File: src/hw/rtl/bal_pkg.sv
`timescale 1ns / 1ps
// ----------------------------------------------------------------------------
// bal_pkg: shared types and codes for the bounded array list
// Request function codes, result status codes and the command word that
// the controller broadcasts to every storage cell of the chain.
// ----------------------------------------------------------------------------
package bal_pkg;

	// Request function codes
	typedef enum logic [1:0] {
		FUNC_INSERT = 2'd0,
		FUNC_DELETE = 2'd1,
		FUNC_LOCATE = 2'd2,
		FUNC_SORTED = 2'd3
	} func_t;

	// Result status codes
	localparam logic [1:0] STATUS_DONE      = 2'd0;
	localparam logic [1:0] STATUS_REJECT    = 2'd1;
	localparam logic [1:0] STATUS_NOT_FOUND = 2'd2;

	// Data move that every cell performs in the current cycle
	typedef enum logic [1:0] {
		CMD_HOLD   = 2'd0,
		CMD_INSERT = 2'd1,
		CMD_DELETE = 2'd2,
		CMD_SORTED = 2'd3
	} cell_cmd_t;

	// Broadcast from the controller to the cells
	typedef struct packed {
		cell_cmd_t          cmd;
		logic signed [31:0] value;
		logic [3:0]         position;
	} cell_ctrl_t;

endpackage

File: src/hw/rtl/bal_if.sv
`timescale 1ns / 1ps
// ----------------------------------------------------------------------------
// bal_if: request and response channels of the bounded array list
// Valid/ready channels; an item moves when valid and ready are both high.
// ----------------------------------------------------------------------------
interface bal_req_if;
	logic               valid;
	logic               ready;
	logic [1:0]         func;
	logic signed [31:0] value;
	logic [3:0]         position;

	modport source (output valid, output func, output value, output position, input ready);
	modport sink (input valid, input func, input value, input position, output ready);
endinterface

interface bal_rsp_if;
	logic       valid;
	logic       ready;
	logic [1:0] status;
	logic [3:0] found_index;
	logic [4:0] fill_count;

	modport source (output valid, output status, output found_index, output fill_count,
		input ready);
	modport sink (input valid, input status, input found_index, input fill_count,
		output ready);
endinterface

File: src/hw/rtl/bal_cell.sv
`timescale 1ns / 1ps
// ----------------------------------------------------------------------------
// bal_cell: one storage cell of the list chain
// Holds one entry, shifts it to or from its neighbors on insert and delete,
// and forwards two search flags along the chain one cell per cycle: the
// first-match flag and index upward, the less-or-equal flag downward.
// ----------------------------------------------------------------------------
module bal_cell #(
	parameter int CELL_INDEX = 0,
	parameter int CW         = 5,
	parameter int IW         = 4
) (
	input  logic                 clk,
	input  logic                 arst_n,
	input  bal_pkg::cell_ctrl_t  ctrl,
	input  logic [CW-1:0]        count,
	input  logic signed [31:0]   left_data,
	input  logic signed [31:0]   right_data,
	output logic signed [31:0]   data,
	input  logic                 le_above,
	input  logic                 le_below,
	output logic                 le_here,
	input  logic                 found_in,
	input  logic [IW-1:0]        idx_in,
	output logic                 found_out,
	output logic [IW-1:0]        idx_out
);

	localparam int CMPW = (CW > 4) ? CW : 4;

	logic signed [31:0] data_q;
	logic signed [31:0] data_d;
	logic               le_q;
	logic               found_q;
	logic [IW-1:0]      idx_q;
	logic [CMPW-1:0]    my_idx;
	logic [CMPW-1:0]    pos_c;
	logic [CMPW-1:0]    cnt_c;
	logic               occupied;
	logic               hit_eq;
	logic               hit_le;

	// Compare own place against the request and the fill count
	assign my_idx   = CMPW'(CELL_INDEX);
	assign pos_c    = CMPW'(ctrl.position);
	assign cnt_c    = CMPW'(count);
	assign occupied = my_idx < cnt_c;
	assign hit_eq   = occupied && (data_q == ctrl.value);
	assign hit_le   = occupied && (data_q <= ctrl.value);

	// Select the next entry value
	always_comb begin
		data_d = data_q;
		case (ctrl.cmd)
			bal_pkg::CMD_INSERT: begin
				if (my_idx > pos_c) begin
					data_d = left_data;
				end else if (my_idx == pos_c) begin
					data_d = ctrl.value;
				end
			end
			bal_pkg::CMD_DELETE: begin
				if (my_idx >= pos_c) begin
					data_d = right_data;
				end
			end
			bal_pkg::CMD_SORTED: begin
				// no smaller-or-equal entry at or above: the value lands here or moves up
				if (!le_q) begin
					data_d = le_below ? ctrl.value : left_data;
				end
			end
			default: begin
				data_d = data_q;
			end
		endcase
	end

	// Hold the entry
	always_ff @(posedge clk) begin
		data_q <= data_d;
	end

	// Advance the search flags by one cell
	always_ff @(posedge clk or negedge arst_n) begin
		if (!arst_n) begin
			le_q    <= 1'b0;
			found_q <= 1'b0;
			idx_q   <= '0;
		end else begin
			le_q    <= hit_le | le_above;
			found_q <= hit_eq | found_in;
			idx_q   <= found_in ? idx_in : IW'(CELL_INDEX);
		end
	end

	assign data      = data_q;
	assign le_here   = le_q;
	assign found_out = found_q;
	assign idx_out   = idx_q;

endmodule

File: src/hw/rtl/bounded_array_list_top.sv
`timescale 1ns / 1ps
// ----------------------------------------------------------------------------
// bounded_array_list_top: bounded list with insert, delete, locate, sorted insert
// A rejected request goes straight to the hand-off; positional insert and delete
// pass through the apply step first; locate and sorted insert scan, then apply.
// The next item is taken once the result is in the output register, once free.
// Locate and sorted insert wait for the search flags to ripple through all
// CAPACITY cells, one cell per cycle; that wave sets their latency.
// One item at a time; a new one is taken while the last result waits.
// Reset empties the list (fill count zero) and drops any pending result.
// ----------------------------------------------------------------------------
module bounded_array_list_top #(
	parameter int CAPACITY = 16
) (
	input  logic     clk,
	input  logic     arst_n,
	bal_req_if.sink  req,
	bal_rsp_if.source rsp
);

	localparam int CW   = $clog2(CAPACITY + 1);
	localparam int IW   = $clog2(CAPACITY);
	localparam int CMPW = (CW > 4) ? CW : 4;

	typedef enum logic [1:0] {
		ST_IDLE,
		ST_SCAN,
		ST_APPLY,
		ST_WAIT
	} state_t;

	state_t               state_q;
	bal_pkg::cell_ctrl_t  ctrl_q;
	bal_pkg::func_t       func_q;
	bal_pkg::func_t       req_func;
	logic [CW-1:0]        count_q;
	logic [IW-1:0]        scan_cnt_q;
	logic [1:0]           res_status_q;
	logic [3:0]           res_index_q;
	logic                 out_valid_q;
	logic [1:0]           out_status_q;
	logic [3:0]           out_index_q;
	logic [4:0]           out_fill_q;

	logic signed [31:0]   data_w  [CAPACITY];
	logic                 le_w    [CAPACITY];
	logic                 found_w [CAPACITY];
	logic [IW-1:0]        idx_w   [CAPACITY];

	logic                 full;
	logic [CMPW-1:0]      pos_ext;
	logic [CMPW-1:0]      cnt_ext;
	logic [IW+3:0]        idx_wide;
	logic [3:0]           idx_lo;
	logic [CW+4:0]        cnt_wide;
	logic [4:0]           cnt_lo;

	// Request checks against the fill count
	assign req_func = bal_pkg::func_t'(req.func);
	assign full     = count_q == CW'(CAPACITY);
	assign pos_ext  = CMPW'(req.position);
	assign cnt_ext  = CMPW'(count_q);

	// Trim the search result and count to the result field widths
	assign idx_wide = {4'b0000, idx_w[CAPACITY-1]};
	assign idx_lo   = idx_wide[3:0];
	assign cnt_wide = {5'b00000, count_q};
	assign cnt_lo   = cnt_wide[4:0];

	// Chain of cells
	for (genvar g = 0; g < CAPACITY; g++) begin : g_cell
		logic signed [31:0] left_c;
		logic signed [31:0] right_c;
		logic               above_c;
		logic               below_c;
		logic               found_c;
		logic [IW-1:0]      idx_c;

		if (g == 0) begin : g_first
			assign left_c  = 32'sd0;
			assign below_c = 1'b1;
			assign found_c = 1'b0;
			assign idx_c   = '0;
		end else begin : g_inner_lo
			assign left_c  = data_w[g-1];
			assign below_c = le_w[g-1];
			assign found_c = found_w[g-1];
			assign idx_c   = idx_w[g-1];
		end

		if (g == CAPACITY - 1) begin : g_last
			assign right_c = data_w[g];
			assign above_c = 1'b0;
		end else begin : g_inner_hi
			assign right_c = data_w[g+1];
			assign above_c = le_w[g+1];
		end

		bal_cell #(
			.CELL_INDEX (g),
			.CW         (CW),
			.IW         (IW)
		) u_cell (
			.clk        (clk),
			.arst_n     (arst_n),
			.ctrl       (ctrl_q),
			.count      (count_q),
			.left_data  (left_c),
			.right_data (right_c),
			.data       (data_w[g]),
			.le_above   (above_c),
			.le_below   (below_c),
			.le_here    (le_w[g]),
			.found_in   (found_c),
			.idx_in     (idx_c),
			.found_out  (found_w[g]),
			.idx_out    (idx_w[g])
		);
	end

	// Sequence one item: check, scan, apply, hand off the result
	always_ff @(posedge clk or negedge arst_n) begin
		if (!arst_n) begin
			state_q        <= ST_IDLE;
			ctrl_q.cmd     <= bal_pkg::CMD_HOLD;
			ctrl_q.value   <= 32'sd0;
			ctrl_q.position <= 4'd0;
			func_q         <= bal_pkg::FUNC_INSERT;
			count_q        <= '0;
			scan_cnt_q     <= '0;
			res_status_q   <= bal_pkg::STATUS_DONE;
			res_index_q    <= 4'd0;
			out_valid_q    <= 1'b0;
			out_status_q   <= bal_pkg::STATUS_DONE;
			out_index_q    <= 4'd0;
			out_fill_q     <= 5'd0;
		end else begin
			if (out_valid_q && rsp.ready) begin
				out_valid_q <= 1'b0;
			end
			case (state_q)
				ST_IDLE: begin
					if (req.valid) begin
						ctrl_q.value    <= req.value;
						ctrl_q.position <= req.position;
						func_q          <= req_func;
						res_status_q    <= bal_pkg::STATUS_DONE;
						res_index_q     <= 4'd0;
						scan_cnt_q      <= '0;
						case (req_func)
							bal_pkg::FUNC_INSERT: begin
								if (full || (pos_ext > cnt_ext)) begin
									res_status_q <= bal_pkg::STATUS_REJECT;
									state_q      <= ST_WAIT;
								end else begin
									ctrl_q.cmd <= bal_pkg::CMD_INSERT;
									state_q    <= ST_APPLY;
								end
							end
							bal_pkg::FUNC_DELETE: begin
								if (pos_ext >= cnt_ext) begin
									res_status_q <= bal_pkg::STATUS_REJECT;
									state_q      <= ST_WAIT;
								end else begin
									ctrl_q.cmd <= bal_pkg::CMD_DELETE;
									state_q    <= ST_APPLY;
								end
							end
							bal_pkg::FUNC_LOCATE: begin
								state_q <= ST_SCAN;
							end
							default: begin
								if (full) begin
									res_status_q <= bal_pkg::STATUS_REJECT;
									state_q      <= ST_WAIT;
								end else begin
									state_q <= ST_SCAN;
								end
							end
						endcase
					end
				end
				ST_SCAN: begin
					// let the flags cross every cell
					scan_cnt_q <= scan_cnt_q + IW'(1);
					if (scan_cnt_q == IW'(CAPACITY - 1)) begin
						state_q <= ST_APPLY;
						if (func_q == bal_pkg::FUNC_SORTED) begin
							ctrl_q.cmd <= bal_pkg::CMD_SORTED;
						end
					end
				end
				ST_APPLY: begin
					ctrl_q.cmd <= bal_pkg::CMD_HOLD;
					state_q    <= ST_WAIT;
					case (func_q)
						bal_pkg::FUNC_DELETE: begin
							count_q <= count_q - CW'(1);
						end
						bal_pkg::FUNC_LOCATE: begin
							if (found_w[CAPACITY-1]) begin
								res_status_q <= bal_pkg::STATUS_DONE;
								res_index_q  <= idx_lo;
							end else begin
								res_status_q <= bal_pkg::STATUS_NOT_FOUND;
								res_index_q  <= 4'd0;
							end
						end
						default: begin
							count_q <= count_q + CW'(1);
						end
					endcase
				end
				ST_WAIT: begin
					if (!out_valid_q || rsp.ready) begin
						out_valid_q  <= 1'b1;
						out_status_q <= res_status_q;
						out_index_q  <= res_index_q;
						out_fill_q   <= cnt_lo;
						state_q      <= ST_IDLE;
					end
				end
				default: begin
					state_q <= ST_IDLE;
				end
			endcase
		end
	end

	assign req.ready       = state_q == ST_IDLE;
	assign rsp.valid       = out_valid_q;
	assign rsp.status      = out_status_q;
	assign rsp.found_index = out_index_q;
	assign rsp.fill_count  = out_fill_q;

	// The fill count never passes the capacity
	a_count_bound: assert property (@(posedge clk) disable iff (!arst_n)
		count_q <= CW'(CAPACITY))
		else $error("fill count above capacity");

	// The count moves only at the end of the apply step
	a_count_apply: assert property (@(posedge clk) disable iff (!arst_n)
		(state_q != ST_APPLY) |=> $stable(count_q))
		else $error("fill count changed outside apply");

	// Cells move data only during the apply step
	a_cmd_apply: assert property (@(posedge clk) disable iff (!arst_n)
		(ctrl_q.cmd != bal_pkg::CMD_HOLD) |-> (state_q == ST_APPLY))
		else $error("cell data move outside apply");

	// A finished item reaches the output register when it is free
	a_handoff: assert property (@(posedge clk) disable iff (!arst_n)
		(state_q == ST_WAIT && (!out_valid_q || rsp.ready)) |=> (rsp.valid && state_q == ST_IDLE))
		else $error("result not handed to output");

	// A miss reports index zero
	a_miss_index: assert property (@(posedge clk) disable iff (!arst_n)
		(rsp.valid && rsp.status == bal_pkg::STATUS_NOT_FOUND) |-> (rsp.found_index == 4'd0))
		else $error("miss with nonzero index");

endmodule

File: src/flat_wrapper.sv
// flat-port wrapper written by rule: the top's interface ports become plain ports
module bounded_array_list_top_flat 
#(
	parameter int CAPACITY = 16
)
  (clk, arst_n, req_valid, req_func, req_value, req_position, req_ready, rsp_valid, rsp_status, rsp_found_index, rsp_fill_count, rsp_ready);
  bal_req_if req_i ();
  bal_rsp_if rsp_i ();
  input  logic clk;
  input  logic arst_n;
  input wire logic [$bits(req_i.valid)-1:0] req_valid;
  input wire logic [$bits(req_i.func)-1:0] req_func;
  input wire logic [$bits(req_i.value)-1:0] req_value;
  input wire logic [$bits(req_i.position)-1:0] req_position;
  output wire logic [$bits(req_i.ready)-1:0] req_ready;
  output wire logic [$bits(rsp_i.valid)-1:0] rsp_valid;
  output wire logic [$bits(rsp_i.status)-1:0] rsp_status;
  output wire logic [$bits(rsp_i.found_index)-1:0] rsp_found_index;
  output wire logic [$bits(rsp_i.fill_count)-1:0] rsp_fill_count;
  input wire logic [$bits(rsp_i.ready)-1:0] rsp_ready;
  assign req_i.valid = req_valid;
  assign req_i.func = req_func;
  assign req_i.value = req_value;
  assign req_i.position = req_position;
  assign req_ready = req_i.ready;
  assign rsp_valid = rsp_i.valid;
  assign rsp_status = rsp_i.status;
  assign rsp_found_index = rsp_i.found_index;
  assign rsp_fill_count = rsp_i.fill_count;
  assign rsp_i.ready = rsp_ready;
  bounded_array_list_top #(.CAPACITY(CAPACITY)) u_core (.clk(clk), .arst_n(arst_n), .req(req_i), .rsp(rsp_i));
endmodule
File: config.mk
export PLATFORM = sky130hd
export DESIGN_NAME = bounded_array_list_top_flat
export DESIGN_NICKNAME = d
export VERILOG_FILES = /design/src/hw/rtl/bal_pkg.sv /design/src/hw/rtl/bal_if.sv /design/src/hw/rtl/bal_cell.sv /design/src/hw/rtl/bounded_array_list_top.sv /design/src/flat_wrapper.sv
export SDC_FILE = /design/constraint.sdc
export NUM_CORES = 2
export LEC_CHECK = 0
export BUFFER_PORTS_ARGS = -buffer_cell sky130_fd_sc_hd__buf_4
export CORE_UTILIZATION = 59
export DETAILED_ROUTE_END_ITERATION = 10
export PLACE_DENSITY = 0.75
export SYNTH_ARGS = -nofsm -noshare
export SYNTH_HDL_FRONTEND = slang
export SYNTH_SLANG_ARGS = --single-unit
File: constraint.sdc
create_clock -name clk -period 4.5 [get_ports clk]
set_input_delay 0.225 -clock clk [delete_from_list [all_inputs] [get_ports clk]]
set_output_delay 0.225 -clock clk [all_outputs]
set_load 0.01 [all_outputs]
---- Yosys cells after proc, flatten, opt, wreduce, memory -nomap -nowiden ----
Cells that the tools add are included.
operators by class
  add/sub/neg operators ................... 3
  magnitude comparators ................... 65
  equal/unequal tests ..................... 99
  muxes and demuxes ....................... 141
  bitwise logic cells ..................... 31
  reductions and logical operators ........ 67
operators by type and width
  operator                                                          count
  2-to-1 mux 32 bit                                                 78
  case mux 32 bit (3 select lines)                                  15
  equality test 32 bit                                              16
  <= comparator 32 bit                                              16
  2-to-1 mux 4 bit                                                  16
  != test 2 bit, second input constant                              32
  case mux 32 bit (2 select lines)                                  1
  AND reduction 4 bit                                               15
  != test 3 bit, second input constant                              18
  < comparator 4 x 5 -> 1 bit, first input constant                 8
  2-to-1 mux 38 bit                                                 1
  logical AND 1 bit                                                 33
  equality test 4 bit, first input constant                         8
  > comparator 4 bit, first input constant                          8
  OR 1 bit                                                          30
  greater-or-equal comparator 4 bit, first input constant           7
  2-to-1 mux 2 bit                                                  12
  < comparator 3 x 5 -> 1 bit, first input constant                 4
  case mux 2 bit (3 select lines)                                   3
  equality test 3 x 4 -> 1 bit, first input constant                4
  greater-or-equal comparator 3 x 4 -> 1 bit, first input constant  4
  > comparator 3 x 4 -> 1 bit, first input constant                 4
  case mux 4 bit (2 select lines)                                   2
  equality test 2 bit, second input constant                        7
  other kinds (32)                                                  64
word-level totals
  flip-flop bits (word level) ............. 670
  input port bits ......................... 42
  output and inout bits ................... 13
  logic and storage cells ................. 482

---- Logic depth before layout (Yosys ltp) ----
  depth in word-level cells ............... 6
  gate-level depth with buffers ........... 9
  depth with buffers taken out ............ 8

---- Cells and area by module ----
A second synthesis with hierarchy kept.
unflattened totals
  cell total of the unflattened synthesis .. 6117
  area, all modules ....................... 54588.6 µm²
by module, submodules not included
  module                                   times used  cells each  area an instance (µm²)  seq. area each (µm²)
  bal_cell (u_core.g_cell[14].u_cell ...)  2           384         3235.6                  1111.1
  bal_cell (u_core.g_cell[4].u_cell)       1           349         3306.9                  1111.1
  bal_cell (u_core.g_cell[9].u_cell)       1           387         3288.2                  1111.1
  bal_cell (u_core.g_cell[12].u_cell)      1           352         3271.9                  1111.1
  bal_cell (u_core.g_cell[8].u_cell)       1           352         3270.6                  1111.1
  bal_cell (u_core.g_cell[5].u_cell)       1           351         3268.1                  1111.1
  bal_cell (u_core.g_cell[1].u_cell)       1           349         3266.9                  1111.1
  bal_cell (u_core.g_cell[2].u_cell)       1           351         3265.6                  1111.1
  bal_cell (u_core.g_cell[11].u_cell)      1           385         3240.6                  1111.1
  bal_cell (u_core.g_cell[13].u_cell)      1           383         3236.9                  1111.1
  bal_cell (u_core.g_cell[3].u_cell)       1           382         3231.8                  1111.1
  bal_cell (u_core.g_cell[7].u_cell)       1           383         3225.6                  1111.1
  bal_cell (u_core.g_cell[10].u_cell)      1           383         3214.3                  1111.1
  bal_cell (u_core.g_cell[15].u_cell)      1           381         3204.3                  1111.1
  2 more rows                              -           -           -                       -

---- Least setup slack after synthesis ----
OpenSTA, ideal clock, no wires.
  path kind ............................... flip-flop to flip-flop
  start ................................... register u_core.ctrl_q[37] in the netlist's numbering
  end ..................................... register u_core.g_cell[0].u_cell.data_q[0], enable pin
  setup time .............................. 0.472 ns
  data arrival time ....................... 3.674 ns
  required time ........................... 4.028 ns
  slack ................................... 0.353 ns
  cell stages (with the launch flop) ...... 7
  buffers on the path ..................... 4
  clock period less this slack ............ 4.147 ns
  cell sequence ........................... dfrtp_1 > buf_2 > buf_2 > buf_2 > buf_2 > xnor2_1 > o32ai_1
on the way
  word-level cells in the longest chain between the ends .. 3
  elaborated cells between the ends (all ways) .. 8
  classes of those cells .................. 6 x eq/ne; 2 x reduce/logical
ends and longest elaborated chain
  element                                                                     line                          text
  from (decl)                                                                 bounded_array_list_top.sv:33  bal_pkg::cell_ctrl_t ctrl_q;
  equality test 2 x 1 -> 1 bit / equality test 2 bit (equally long branches)  bal_cell.sv:54                case (ctrl.cmd)
  != test 3 bit (no source line), or another cell as far along                -
  AND reduction 4 bit (no source line) *                                      -
  to (signal assigned)                                                        bal_cell.sv:81                data_q <= data_d;
  to (decl)                                                                   bal_cell.sv:31                logic signed [31:0] data_q;
Mark *: on every way between the ends. The rest lies on a longest branch, timed or not.
A chain may end at the register's enable or synchronous reset.

---- Worst setup path after layout ----
  start ................................... register u_core.ctrl_q[33] in the netlist's numbering
  end ..................................... register u_core.g_cell[2].u_cell.le_q
on the way
  word-level cells in the longest chain between the ends .. 3
ends and longest elaborated chain
  element               line            text
  <= comparator 32 bit  bal_cell.sv:49  assign hit_le = occupied && (data_q <= ctrl.value);
  logical AND 1 bit     bal_cell.sv:49
  OR 1 bit              bal_cell.sv:91  le_q <= hit_le | le_above;
  to (signal assigned)  bal_cell.sv:91
  to (decl)             bal_cell.sv:33  logic le_q;
Every way passes these cells.

==> metrics.cfg <==
[status]
status=complete, but fails checks
violations=design-rule violations

[critical_path]
slowest_delay_ns=0.84
path_max_fanout=18
cp.depth=8
path_buf_inv=1
reg2reg_depth=8
critPathArrivalTime_ns=4.56
cp_top_family=simple AND/OR/NAND/NOR gates
crit_path_frequent_cell=nand4_1
setup.worst_path.start_class=register
crit_required_ns=4.99
crit_path_end_kind=register
slowest_stage=dfrtp_1
path_class=register to register
crit_chain=inv_1 > ha_1 > nand4_1 > nor4_1 > nand4_1 > nor3_1 > a2111oi_0 > a311o_1

[timing]
report.final.slew_viol_count=0
whs_ns=0.179
min_period_over_period_pct=90.3
setup_viol=0
setup_tns_ns=0
rsz0062_at_grt=false
finClkSkew_ns=0.0241
finalHoldViolCount=0
fmax_mhz=246
worst_slew_pin_slew_ns=1.32
relSlewSlack_pct=12.1
layout_min_cycle_time_ns=4.06

[layout]
n_antenna_cell=0
layout-drive-gt1-share_pct=9.37
layout_common_cells=524 x ha_1, 520 x inv_1, 512 x edfxtp_1, 440 x a222oi_1, 220 x a21oi_1
nNetsFinal=4318
final_common_cell=ha_1
area_delta_synth_final_pct=11.0

[yosys]
async_reset_ff_share_pct=22.7
syn_avg_cell_area_sq_um=11.0
ys.warnings.count=0
synth_top_flop_cell=edfxtp_1
syn_area_sq_mm=0.0407
ys_ff_latch=662
synthesis.nets=4268
syn_inst=3702
synth.distinct_cells=82
seq_area_frac_synth_pct=47.0
synth_edf_count=512

[clocking]
cts_root_buf=clkbuf_16
cts_resized=0
htree_levels=3
clkTransAtPathRegs_ns=0.06
cts_inserted_buffers=73
postCtsSetupRepairBufs=0
clk_latency_ns=0.63
clockBufferDepth=3
cts.sinks=662
cts_tree=built

[grt]
overflow=0
track_usage_pct=34.2
grt_pass1_vias=32130
grt_max_degree=255
antenna_found_initial=0
grt_pass1_wl_um=186000

[run]
max-cap-violations=0

[floorplanning]
dieArea_sq_mm=0.0701
row_count=95
die_y_um=265
fp.dieW_um=265
core_sq_mm=0.0678
num_io_pins=55
start_util_pct=60.1

[place]
hpwl_um=88300
io_buffers=54
place_congestion=0.957

[drt]
num_vias=33203
vias_per_cell=7.09
drt-total-wl_um=121000
antenna_left=0
drc=5
drtIter0Drc=6129
wire_per_inst_um=25.8
drt_first_pass_iters=11

[hold_path]
hold_path_class=primary input to async pin

-- cell type report --
class / count / area [sq um]
well taps: 873 / 1090
inverters: 525 / 1970
multi-input cells: 2309 / 19100
flip-flops and latches: 662 / 19100
repair buffers: 181 / 1500
clock buffers: 105 / 2100
fillers: 5010 / 22500
clock inverters: 27 / 277
-- Yosys cell counts, drive strengths merged, types with 4 or more instances --
cell type	count	area share [%]
a22o	15	0.32
nor2b	25	0.38
or4	8	0.16
nand3	68	0.84
clkbuf	186	1.7
inv	525	4.8
mux2i	4	0.098
a31o	4	0.086
nand2b	52	0.80
xnor2	6	0.13
nand3b	9	0.17
mux2	52	1.4
nor2	64	0.60
and3	9	0.14
buf	20	0.22
a222oi	440	11
o211ai	25	0.46
nor4	18	0.28
a221o	4	0.098
edfxtp	512	38
a21o	40	0.74
nand2	209	1.9
nor3	25	0.36
a21oi	227	2.8
nor3b	4	0.074
and2	22	0.34
or2	4	0.061
a221oi	7	0.15
o21ai	172	2.1
dfrtp	150	9.2
a22oi	6	0.11
ha	524	16
nand4	120	1.9
a2111oi	4	0.086
a211oi	16	0.29
and4	11	0.24
a31oi	15	0.23
o31ai	11	0.20
o22ai	17	0.26
a21boi	18	0.33
o31a	6	0.13
or4b	4	0.098
-- routing by layer --
| layer | wire length (um) | track usage, % |
|---|---|---|
| met4 | 6030 | 17.4 |
| met1 | 47500 | 46.3 |
| met5 | 0 | 0 |
| met2 | 54700 | 53.8 |
| met3 | 12700 | 5.11 |
-- logic make-up after synthesis --
| logic type | count (synthesis) | share of synthesized area, % |
|---|---|---|
| multiplexers | 56 | 1.54 |
| flip-flops | 662 | 47.0 |
| AND/OR/NAND/NOR | 663 | 8.54 |
| buffers and inverters | 731 | 6.77 |
| XOR/XNOR | 6 | 0.129 |
| adder cells (fa/ha/maj) | 524 | 16.1 |
| AO/OA/AOI/OAI | 1060 | 20.0 |
-- repair_timing --
item / CTS / global route
setup endpoints to repair: 0 / 0
endpoints found under the hold margin: 101 / 0
hold buffers: 41 / 0
-- path summary, 6_finish.rpt --
check	startpoint	endpoint	slack (ns)
worst max-delay path	u_core.ctrl_q[33]	u_core.g_cell[2].u_cell.le_here	0.44
worst min-delay path	arst_n	u_core.ctrl_q[13]	0.18
worst max register to register	u_core.ctrl_q[33]	u_core.g_cell[2].u_cell.le_here	0.44
worst min register to register	u_core.g_cell[0].u_cell.found_out	u_core.g_cell[1].u_cell.idx_out[0]	0.41
max in group asynchronous	arst_n	u_core.g_cell[3].u_cell.le_here	3.20
min in group clk	req_value[3]	u_core.ctrl_q[7]	0.39
-- stage by stage --
step                      setup WS (ns)  instance area [sq um]  util (%)  std cells
after global placement            0.785                  42400      62.6       4509
after floorplan                   0.353                  40700         -       3702
after CTS                         0.672                  45200      66.7       4682
after detailed placement          0.684                  42400      62.6       4509
after global routing              0.539                  45200      66.7       4682
final                             0.437                  45200      66.7       4682
-- sequential cells by signal, summed over array words and instances, names as in the netlist --
| name | count |
|---|---|
| u_core.ctrl_q | 38 |
| u_core.g_cell.u_cell.le_here | 16 |
| u_core.res_status_q | 2 |
| u_core.rsp.found_index | 4 |
| u_core.func_q | 2 |
| u_core.g_cell.u_cell.idx_out | 49 |
| u_core.scan_cnt_q | 4 |
| u_core.rsp.fill_count | 5 |
| u_core.cnt_ext | 5 |
| u_core.state_q | 2 |
| u_core.rsp.status | 2 |
| u_core.res_index_q | 4 |
| u_core.g_cell.u_cell.data | 512 |
| u_core.rsp.valid | 1 |
| u_core.g_cell.u_cell.found_out | 16 |
Power is not shown: default switching activity piles up to over one toggle a cycle in this logic, so the estimate is an artifact.
